<file path="src/etb_pkg.sv">
// Shared types and constants for the event timer bank.
package etb_pkg;

    localparam int NUM_TIMERS  = 32;
    localparam int TIMER_IDX_W = (NUM_TIMERS > 1) ? $clog2(NUM_TIMERS) : 1;
    localparam int CNT_W       = 6;

    localparam logic [31:0] HALF_RANGE = 32'h7FFF_FFFF;
    localparam logic [31:0] ALL_ONES   = 32'hFFFF_FFFF;

    typedef enum logic [2:0] {
        FN_SET        = 3'd0,
        FN_UNSET      = 3'd1,
        FN_TAKE       = 3'd2,
        FN_TAKE_ALL   = 3'd3,
        FN_ADD        = 3'd4,
        FN_ADD_RELOAD = 3'd5,
        FN_DELETE     = 3'd6,
        FN_UPDATE     = 3'd7
    } t_func;

    typedef enum logic [3:0] {
        ST_IDLE = 4'b0001,
        ST_EXEC = 4'b0010,
        ST_SCAN = 4'b0100,
        ST_OUT  = 4'b1000
    } t_state;

    typedef struct packed {
        logic                   load;
        logic                   exec;
        logic                   scan_step;
        logic [TIMER_IDX_W-1:0] scan_idx;
    } t_dp_cmd;

endpackage

</file>
<file path="src/etb_ctrl.sv">
// Controller state machine: sequences accept, execute, timer scan and result.
module etb_ctrl
    import etb_pkg::*;
(
    input  logic    i_clk,
    input  logic    i_rst_n,
    input  logic    i_in_valid,
    input  logic    i_is_update,
    input  logic    i_out_ready,
    output logic    o_in_ready,
    output logic    o_out_valid,
    output t_dp_cmd o_cmd
);

    t_state                 r_state, n_state;
    logic [TIMER_IDX_W-1:0] r_idx, n_idx;

    always_comb begin
        n_state     = r_state;
        n_idx       = r_idx;
        o_in_ready  = 1'b0;
        o_out_valid = 1'b0;
        o_cmd       = '0;
        o_cmd.scan_idx = r_idx;
        unique case (r_state)
            ST_IDLE: begin
                o_in_ready = 1'b1;
                if (i_in_valid) begin
                    o_cmd.load = 1'b1;
                    n_idx      = '0;
                    n_state    = i_is_update ? ST_SCAN : ST_EXEC;
                end
            end
            ST_EXEC: begin
                o_cmd.exec = 1'b1;
                n_state    = ST_OUT;
            end
            ST_SCAN: begin
                o_cmd.scan_step = 1'b1;
                if (r_idx == TIMER_IDX_W'(NUM_TIMERS - 1)) begin
                    n_state = ST_OUT;
                end else begin
                    n_idx = r_idx + 1'b1;
                end
            end
            ST_OUT: begin
                o_out_valid = 1'b1;
                if (i_out_ready) begin
                    n_state = ST_IDLE;
                end
            end
            default: begin
                n_state = ST_IDLE;
            end
        endcase
    end

    always_ff @(posedge i_clk) begin
        if (!i_rst_n) begin
            r_state <= ST_IDLE;
            r_idx   <= '0;
        end else begin
            r_state <= n_state;
            r_idx   <= n_idx;
        end
    end

endmodule

</file>
<file path="src/etb_dp.sv">
// Datapath: timer tables, pending/periodic registers and result registers.
module etb_dp
    import etb_pkg::*;
(
    input  logic             i_clk,
    input  logic             i_rst_n,
    input  t_dp_cmd          i_cmd,
    input  logic [2:0]       i_func,
    input  logic [31:0]      i_event_mask,
    input  logic [31:0]      i_duration,
    input  logic [31:0]      i_current_time,
    output logic             o_ok,
    output logic [31:0]      o_taken_bits,
    output logic [31:0]      o_next_wait,
    output logic [CNT_W-1:0] o_active_count
);

    // captured command
    t_func       r_func;
    logic [31:0] r_mask, r_dur, r_now;

    logic [31:0]      r_pending, n_pending;
    logic [31:0]      r_periodic, n_periodic;
    logic [CNT_W-1:0] r_count, n_count;
    logic             r_ok, n_ok;
    logic [31:0]      r_taken, n_taken;
    logic [31:0]      r_wait, n_wait;

    logic [31:0]      r_deadline  [NUM_TIMERS];
    logic [31:0]      r_remaining [NUM_TIMERS];
    logic [31:0]      r_reload    [NUM_TIMERS];
    logic [NUM_TIMERS-1:0] r_armed;

    logic                   good, in_bank;
    logic [4:0]             mask_idx;
    logic [TIMER_IDX_W-1:0] addr;
    logic [31:0]            rd_rem, rd_dl, rd_rel, scan_bit;
    logic                   rd_armed, rd_per;
    logic [31:0]            past, ahead, dl_eff;

    logic             we_rem, we_dl, we_armed, we_rel;
    logic [31:0]      wd_rem, wd_dl;
    logic             wd_armed;

    always_comb begin
        mask_idx = '0;
        for (int i = 0; i < 32; i++) begin
            if (r_mask[i]) begin
                mask_idx = mask_idx | 5'(i);
            end
        end
    end

    assign good    = (r_mask != '0) && ((r_mask & (r_mask - 32'd1)) == '0);
    assign in_bank = good && (32'(mask_idx) < 32'(NUM_TIMERS));
    assign addr    = i_cmd.scan_step ? i_cmd.scan_idx : mask_idx[TIMER_IDX_W-1:0];

    assign rd_rem   = r_remaining[addr];
    assign rd_dl    = r_deadline[addr];
    assign rd_rel   = r_reload[addr];
    assign rd_armed = r_armed[addr];
    assign rd_per   = r_periodic[addr];
    assign scan_bit = 32'd1 << addr;

    // unarmed entry: deadline would be rem + now, so now - deadline = -rem
    assign dl_eff = r_remaining[addr] + r_now;
    assign past   = rd_armed ? (r_now - rd_dl) : (32'd0 - rd_rem);
    assign ahead  = rd_armed ? (rd_dl - r_now) : rd_rem;

    always_comb begin
        n_pending  = r_pending;
        n_periodic = r_periodic;
        n_count    = r_count;
        n_ok       = r_ok;
        n_taken    = r_taken;
        n_wait     = r_wait;
        we_rem     = 1'b0;
        we_dl      = 1'b0;
        we_armed   = 1'b0;
        we_rel     = 1'b0;
        wd_rem     = '0;
        wd_dl      = '0;
        wd_armed   = 1'b0;

        if (i_cmd.load) begin
            // update result starts here; scan refines the wait
            n_ok    = 1'b1;
            n_taken = '0;
            n_wait  = (r_pending != '0) ? 32'd0 : ALL_ONES;
        end

        if (i_cmd.exec) begin
            n_ok    = 1'b0;
            n_taken = '0;
            n_wait  = '0;
            case (r_func)
                FN_SET: begin
                    if (good) begin
                        n_pending = r_pending | r_mask;
                        n_ok      = 1'b1;
                    end
                end
                FN_UNSET: begin
                    if (good) begin
                        n_pending = r_pending & ~r_mask;
                        n_ok      = 1'b1;
                    end
                end
                FN_TAKE: begin
                    if (good && ((r_pending & r_mask) != '0)) begin
                        n_pending = r_pending & ~r_mask;
                        n_ok      = 1'b1;
                    end
                end
                FN_TAKE_ALL: begin
                    n_taken   = r_pending;
                    n_pending = '0;
                    n_ok      = 1'b1;
                end
                FN_ADD: begin
                    if (r_dur == '0) begin
                        if (good) begin
                            n_pending = r_pending | r_mask;
                            n_ok      = 1'b1;
                        end
                    end else if (in_bank && (r_dur < HALF_RANGE)) begin
                        if (rd_rem == '0) begin
                            n_count = r_count + 1'b1;
                        end
                        we_armed = 1'b1;
                        we_rem   = 1'b1;
                        wd_rem   = r_dur;
                        n_ok     = 1'b1;
                    end
                end
                FN_ADD_RELOAD: begin
                    if (in_bank && (r_dur != '0) && (r_dur < HALF_RANGE)) begin
                        if (rd_rem == '0) begin
                            n_count  = r_count + 1'b1;
                            we_armed = 1'b1;
                            we_rem   = 1'b1;
                            wd_rem   = r_dur;
                        end
                        we_rel     = 1'b1;
                        n_periodic = r_periodic | r_mask;
                        n_ok       = 1'b1;
                    end
                end
                FN_DELETE: begin
                    if (in_bank) begin
                        if ((rd_rem != '0) && (r_count != '0)) begin
                            n_count = r_count - 1'b1;
                        end
                        we_armed   = 1'b1;
                        we_rem     = 1'b1;
                        n_periodic = r_periodic & ~r_mask;
                        n_pending  = r_pending & ~r_mask;
                        n_ok       = 1'b1;
                    end
                end
                default: begin
                    n_ok = 1'b1;
                end
            endcase
        end

        if (i_cmd.scan_step && (rd_rem != '0)) begin
            if (!rd_armed) begin
                we_dl    = 1'b1;
                wd_dl    = dl_eff;
                we_armed = 1'b1;
                wd_armed = 1'b1;
            end
            if (past < HALF_RANGE) begin
                n_wait    = '0;
                n_pending = n_pending | scan_bit;
                if (rd_per) begin
                    we_dl    = 1'b1;
                    wd_dl    = rd_rel + r_now;
                    we_armed = 1'b1;
                    wd_armed = 1'b1;
                end else begin
                    we_armed = 1'b1;
                    wd_armed = 1'b0;
                    we_rem   = 1'b1;
                    wd_rem   = '0;
                    if (r_count != '0) begin
                        n_count = r_count - 1'b1;
                    end
                end
            end else if ((r_wait != '0) && (ahead < r_wait)) begin
                n_wait = ahead;
            end
        end
    end

    always_ff @(posedge i_clk) begin
        if (i_cmd.load) begin
            r_func <= t_func'(i_func);
            r_mask <= i_event_mask;
            r_dur  <= i_duration;
            r_now  <= i_current_time;
        end
        r_ok    <= n_ok;
        r_taken <= n_taken;
        r_wait  <= n_wait;
        if (we_dl) begin
            r_deadline[addr] <= wd_dl;
        end
        if (we_rel) begin
            r_reload[addr] <= r_dur;
        end
    end

    always_ff @(posedge i_clk) begin
        if (!i_rst_n) begin
            r_pending  <= '0;
            r_periodic <= '0;
            r_count    <= '0;
            r_armed    <= '0;
            for (int i = 0; i < NUM_TIMERS; i++) begin
                r_remaining[i] <= '0;
            end
        end else begin
            r_pending  <= n_pending;
            r_periodic <= n_periodic;
            r_count    <= n_count;
            if (we_armed) begin
                r_armed[addr] <= wd_armed;
            end
            if (we_rem) begin
                r_remaining[addr] <= wd_rem;
            end
        end
    end

    assign o_ok           = r_ok;
    assign o_taken_bits   = r_taken;
    assign o_next_wait    = r_wait;
    assign o_active_count = r_count;

endmodule

</file>
<file path="src/event_timer_bank_top.sv">
// Top level of the event timer bank: stream ports, controller and datapath.
// One command per transfer, one result per command. For set, unset, take,
// take_all, add, add_reload and delete a command passes through the accept,
// execute and result states; for update the scan state takes the place of
// execute. The scan visits one timer entry per cycle through a single table
// port. A result stall holds the command in the result state. A new command
// is taken only after the previous result has been transferred.
module event_timer_bank_top
    import etb_pkg::*;
(
    input  logic         i_clk,
    input  logic         i_rst_n,
    input  logic         s_axis_tvalid,
    output logic         s_axis_tready,
    input  logic [95:0]  s_axis_tdata,   // event_mask[31:0], duration[63:32], current_time[95:64]
    input  logic [2:0]   s_axis_tuser,   // func[2:0]
    output logic         m_axis_tvalid,
    input  logic         m_axis_tready,
    output logic [71:0]  m_axis_tdata    // ok[0], taken_bits[32:1], next_wait[64:33],
                                         // active_count[70:65], zero[71]
);

    t_dp_cmd          cmd;
    logic             ok;
    logic [31:0]      taken_bits, next_wait;
    logic [CNT_W-1:0] active_count;

    etb_ctrl u_ctrl (
        .i_clk       (i_clk),
        .i_rst_n     (i_rst_n),
        .i_in_valid  (s_axis_tvalid),
        .i_is_update (s_axis_tuser == FN_UPDATE),
        .i_out_ready (m_axis_tready),
        .o_in_ready  (s_axis_tready),
        .o_out_valid (m_axis_tvalid),
        .o_cmd       (cmd)
    );

    etb_dp u_dp (
        .i_clk          (i_clk),
        .i_rst_n        (i_rst_n),
        .i_cmd          (cmd),
        .i_func         (s_axis_tuser),
        .i_event_mask   (s_axis_tdata[31:0]),
        .i_duration     (s_axis_tdata[63:32]),
        .i_current_time (s_axis_tdata[95:64]),
        .o_ok           (ok),
        .o_taken_bits   (taken_bits),
        .o_next_wait    (next_wait),
        .o_active_count (active_count)
    );

    assign m_axis_tdata = {1'b0, active_count, next_wait, taken_bits, ok};

endmodule

</file>
<file path="config.mk">
export PLATFORM = sky130hd
export DESIGN_NAME = event_timer_bank_top
export DESIGN_NICKNAME = d
export VERILOG_FILES = /design/src/etb_pkg.sv /design/src/etb_ctrl.sv /design/src/etb_dp.sv /design/src/event_timer_bank_top.sv
export SDC_FILE = /design/constraint.sdc
export NUM_CORES = 2
export LEC_CHECK = 0
export BUFFER_PORTS_ARGS = -buffer_cell sky130_fd_sc_hd__buf_2
export CAP_MARGIN = 20
export CELL_PAD_IN_SITES_DETAIL_PLACEMENT = 1
export CELL_PAD_IN_SITES_GLOBAL_PLACEMENT = 1
export CORE_UTILIZATION = 40
export DETAILED_ROUTE_END_ITERATION = 8
export HOLD_SLACK_MARGIN = 0.08
export PLACE_DENSITY_LB_ADDON = 0.1
export SLEW_MARGIN = 20
export SYNTH_ARGS = -nofsm -noshare
export SYNTH_HDL_FRONTEND = slang
export SYNTH_SLANG_ARGS = --single-unit
</file>
<file path="constraint.sdc">
create_clock -name i_clk -period 12.3 [get_ports i_clk]
set_input_delay 0.615 -clock i_clk [delete_from_list [all_inputs] [get_ports i_clk]]
set_output_delay 0.615 -clock i_clk [all_outputs]
set_load 0.02 [all_outputs]
</file>
==> results.md <==
Status:
- The run finished with clean final reports.

Flow run:
- The max-cap violation count is 0.

Power:
- Dividing total power by cell area gives a power density of around 150 nW/um2.
- For this design the static power due to leakage is 0.05694 uW.
- The worst voltage drop across the vdd grid is 0.1110 mV.

Logic synthesis:
- Of the total synthesized cell area, the portion taken by XOR and XNOR cells is 0.006276.
- The synthesized netlist contains 100 unique library cells.
- The synthesized netlist occupies a cell area of 146500 um2.
- Yosys instantiated no cell more often than sky130_fd_sc_hd__edfxtp_1.
- The synthesized-area fraction occupied by ao, oa, aoi and oai cells is 0.08081.
- The fraction of synthesized area in multiplexers is 0.03190.
- The combinational family with the most area after synthesis is simple AND/OR/NAND/NOR gates.
- Ranked by total cell area, the synthesized netlist is headed by sky130_fd_sc_hd__edfxtp_1 (66%), sky130_fd_sc_hd__nand2_1 (6.7%), sky130_fd_sc_hd__nor2_1 (3.4%).
- The portion of synthesized cell area occupied by the leading cell type is 0.6566.
- A synthesized cell averages ~12 um2.
- The share of async-settable or async-resettable flops after synthesis is 0.
- The share of the Yosys chip area taken by registers is 0.6761.
- For this run, the number of Yosys warnings is 0.
- The adder and majority gate portion of the synthesized area is 0.01441.
- Synthesis inferred approximately 3300 register bits.
- The number of synthesized flops with an enable pin is 3204.
- The synthesized design spends more area on one cell type than any other, namely sky130_fd_sc_hd__edfxtp_1.
- In the synthesized netlist, the number of instances is 12270.
- Sorting the synthesized cells by how often they occur yields sky130_fd_sc_hd__edfxtp_1 (3204), sky130_fd_sc_hd__nand2_1 (2604), sky130_fd_sc_hd__nor2_1 (1334).
- Of the total synthesized cell area, the portion taken by AND, OR, NAND and NOR gates is 0.1592.
- The most used flip-flop cell after synthesis is sky130_fd_sc_hd__edfxtp_1.

Critical path:
- The startpoint class of the critical path is a flip-flop.
- The worst setup path is captured at a flip-flop.
- Data arrives at the worst endpoint at 11840 ps.
- The worst stage delay on the critical path is 780 ps.
- The slowest stage of the critical path is the sky130_fd_sc_hd__a21oi_2 cell.
- Data on the critical path is required at its endpoint by 12910 ps.
- The category of the critical setup timing path is flip-flop to flip-flop.
- Of all nets on the critical path, the largest fanout is 112.

Die:
- The die height is 607.3 um.
- The initial standard-cell utilization of the core is 0.4033.
- The placeable core area is ~360000 um2.
- The floorplan step defined a die boundary enclosing 368800 um2.
- The number of placement rows is 221.
- The count of boundary I/O pins is 177.
- The x dimension of the die is ~600 um.

Route:
- The residual DRC count is 0.
- The wire length per cell after detailed routing is 32.82 um.
- After detailed routing, the number of vias per cell comes to 6.104.
- The detail route stage leaves a number of antenna-violating nets equal to 0.
- The final wirelength is 576700 um.
- The count of TritonRoute iterations in the first routing pass is 5.
- The total number of vias is 107300.
- The violation count after the first detailed-route iteration is 11230.

Final layout:
- Fill cells in the final layout number 37670.
- The finished layout holds ~18000 standard cells, fillers aside.
- The relative area change from synthesis to final layout is 14.43%.
- The post-layout net count is approximately 13000.
- In the final layout, the multi-input gates occupy 44450 um2.
- Across the whole layout, storage elements account for 99080 um2.
- The fraction of final layout cells sized beyond drive strength 1 is 0.1181.

Timing:
- The fmax is a little under 90 MHz.
- In the finished design, the share of the clock period the worst path needs comes to 0.9131.
- Adding up every negative setup slack in the final design gives 0 ps.
- The total count of max-transition violations in the final report was 0.
- Setup repair after global routing left no endpoint under its margin.
- Setup violations remaining at the end of the flow were counted as 0.
- Clock skew on the completed layout was measured at slightly below 80 ps.
- The time the final worst path needs with I/O delays and setup is 11230 ps.
- The transition at the pin with the smallest max-transition slack is about 1200 ps.
- The hold violation count in the final report is 0.
- Headroom to the max-slew limit came out at 0.2148.

Placement:
- The number of input and output port buffers inserted is approximately 180.
- The congestion estimate from routability-driven global placement came to about 0.90.
- The estimated wirelength of the detail-placed design is approximately 340000 um.
- The placed instance count is about 17000.

Clock tree:
- The clock root buffer is sky130_fd_sc_hd__clkbuf_16.
- Clock latency on the worst-skew pair, taken at its later pin, is 1010 ps.
- Hold repair after CTS inserted around 100 buffers.
- The clock passes through at most 4 buffers.
- The H-tree depth is 5.
- TritonCTS built the clock tree.
- Buffers added to address setup during post-CTS repair amount to 0.
- The total of cells resized after clock tree synthesis is 0.
- The sink count of the clock tree is 3347.
- After clock tree synthesis, the clock-pin slew on the worst setup and hold paths is 60 ps.
- Counting the buffers created by CTS gives 373.

Global route:
- The remaining global-route overflow is 0.
- The maximum number of pins on one net before global-route repair is 160.
- The total global routing track utilization is 0.3048.
- The number of antenna violations at the first check in global routing came to 19.
- The first-pass GRT wire length is 813300 um.
- The via count of the first global-routing pass is 109000.

Hold path:
- The tightest min-delay check is of the input pin to flip-flop type.
-- worst paths after layout --
check | startpoint | end | slack (ps) | cells after the start
max reg2reg | u_dp.r_mask[3]$_DFFE_PP_ | u_dp.r_deadline[25][26]$_DFFE_PP_ | 1070 | 28
min reg2reg | u_dp.r_armed[21]$_SDFFE_PN0P_ | u_dp.r_armed[21]$_SDFFE_PN0P_ | 460 | 2
min | s_axis_tvalid | u_ctrl.r_state[0]$_SDFFE_PN1P_ | 140 | 3
max | u_dp.r_mask[3]$_DFFE_PP_ | u_dp.r_deadline[25][26]$_DFFE_PP_ | 1070 | 28
-- final cells by class --
cell class	count	area share
Clock inverter	223	0.01192
Multi-Input combinational cell	7806	0.2651
Timing Repair Buffer	705	0.03238
Sequential cell	3347	0.5908
Inverter	215	0.004843
Clock buffer	464	0.05888
Antenna cell	20	0.0002985
Tap cell	4794	0.03577
-- placed cells by master, fill, tap and decap left out, types with 78 or more instances in the layout --
cell	instances
sky130_fd_sc_hd__clkbuf_16	379
sky130_fd_sc_hd__mux2i_1	170
sky130_fd_sc_hd__dlygate4sd3_1	101
sky130_fd_sc_hd__buf_4	403
sky130_fd_sc_hd__o21ai_0	153
sky130_fd_sc_hd__dfxtp_1	143
sky130_fd_sc_hd__nor3_1	98
sky130_fd_sc_hd__mux4_2	127
sky130_fd_sc_hd__a311oi_1	253
sky130_fd_sc_hd__and3_1	192
sky130_fd_sc_hd__inv_1	212
sky130_fd_sc_hd__nand3_1	978
sky130_fd_sc_hd__a21oi_1	362
sky130_fd_sc_hd__a22oi_1	148
sky130_fd_sc_hd__buf_2	174
sky130_fd_sc_hd__nand2_1	2576
sky130_fd_sc_hd__a31oi_1	165
sky130_fd_sc_hd__nor2_1	1263
sky130_fd_sc_hd__clkinv_1	88
sky130_fd_sc_hd__clkbuf_1	78
sky130_fd_sc_hd__ha_1	160
sky130_fd_sc_hd__edfxtp_1	3204
-- kinds of logic (layout without fill, tap and decap cells) --
group / count (synthesis) / count (layout)
fa+ha+maj: 167 / 167
xor+xnor: 105 / 105
flops: 3347 / 3347
other cells: 1 / 53
buf+inv: 1144 / 1607
mux: 307 / 307
simple gates: 5491 / 5491
compound gates: 1703 / 1703
-- sequential cells by signal (all words and copies together), names as in the netlist, named ones only --
register / cells
u_dp.o_active_count: 6
u_dp.r_reload: 1024
u_dp.o_taken_bits: 32
u_dp.r_deadline: 1024
u_dp.r_mask: 32
u_dp.r_remaining: 1024
u_dp.r_pending: 32
u_dp.o_next_wait: 32
u_dp.o_ok: 1
u_dp.r_dur: 32
u_ctrl.r_idx: 5
u_dp.r_func: 3
u_ctrl.r_state: 4
u_dp.r_armed: 32
u_dp.r_now: 32
-- layer usage --
metal / up-vias / global-route usage / part of all wire
met1: 56450 / 0.3987 / 0.40
met3: 1154 / 0.04026 / 0.067
met4: 2 / 0.1402 / 0.052
met2: 4387 / 0.5049 / 0.48
li1: 45270 / - / -
met5: - / 0 / 0.000017
-- power by group --
| part | leakage (uW) | total [uW] | switching [uW] | internal, uW |
|---|---|---|---|---|
| logic | 0.0216 | 1600 | 1130 | 464 |
| clock network | 0.00581 | 11100 | 4770 | 6290 |
| registers | 0.0295 | 12800 | 159 | 12700 |
-- worst max-delay path: cells and delay by family, from the launching register on --
kind            cells  cell delay, ps
fa+ha+maj           1             460
compound gates     13            4500
buf+inv             4            1770
simple gates       10            3270
flops               1             540
-- through the flow --
| step | power (uW) | setup slack [ps] | util | hold slack [ps] | cell area [um2] |
|---|---|---|---|---|---|
| global route | 26080 | 683.0 | 0.4614 | 181.0 | 167700 |
| finish | 25470 | 1069 | 0.4615 | 135.3 | 167700 |
| floorplan | 13870 | 1487 | - | 433.2 | 146700 |
| CTS | 25590 | 1175 | 0.4613 | 83.24 | 167600 |
| detailed placement | 14590 | 1129 | 0.4258 | 449.5 | 154700 |
| global placement | 14550 | 1400 | 0.4257 | 445.5 | 154700 |
No activity file was read; power rests on OpenSTA's default activity.
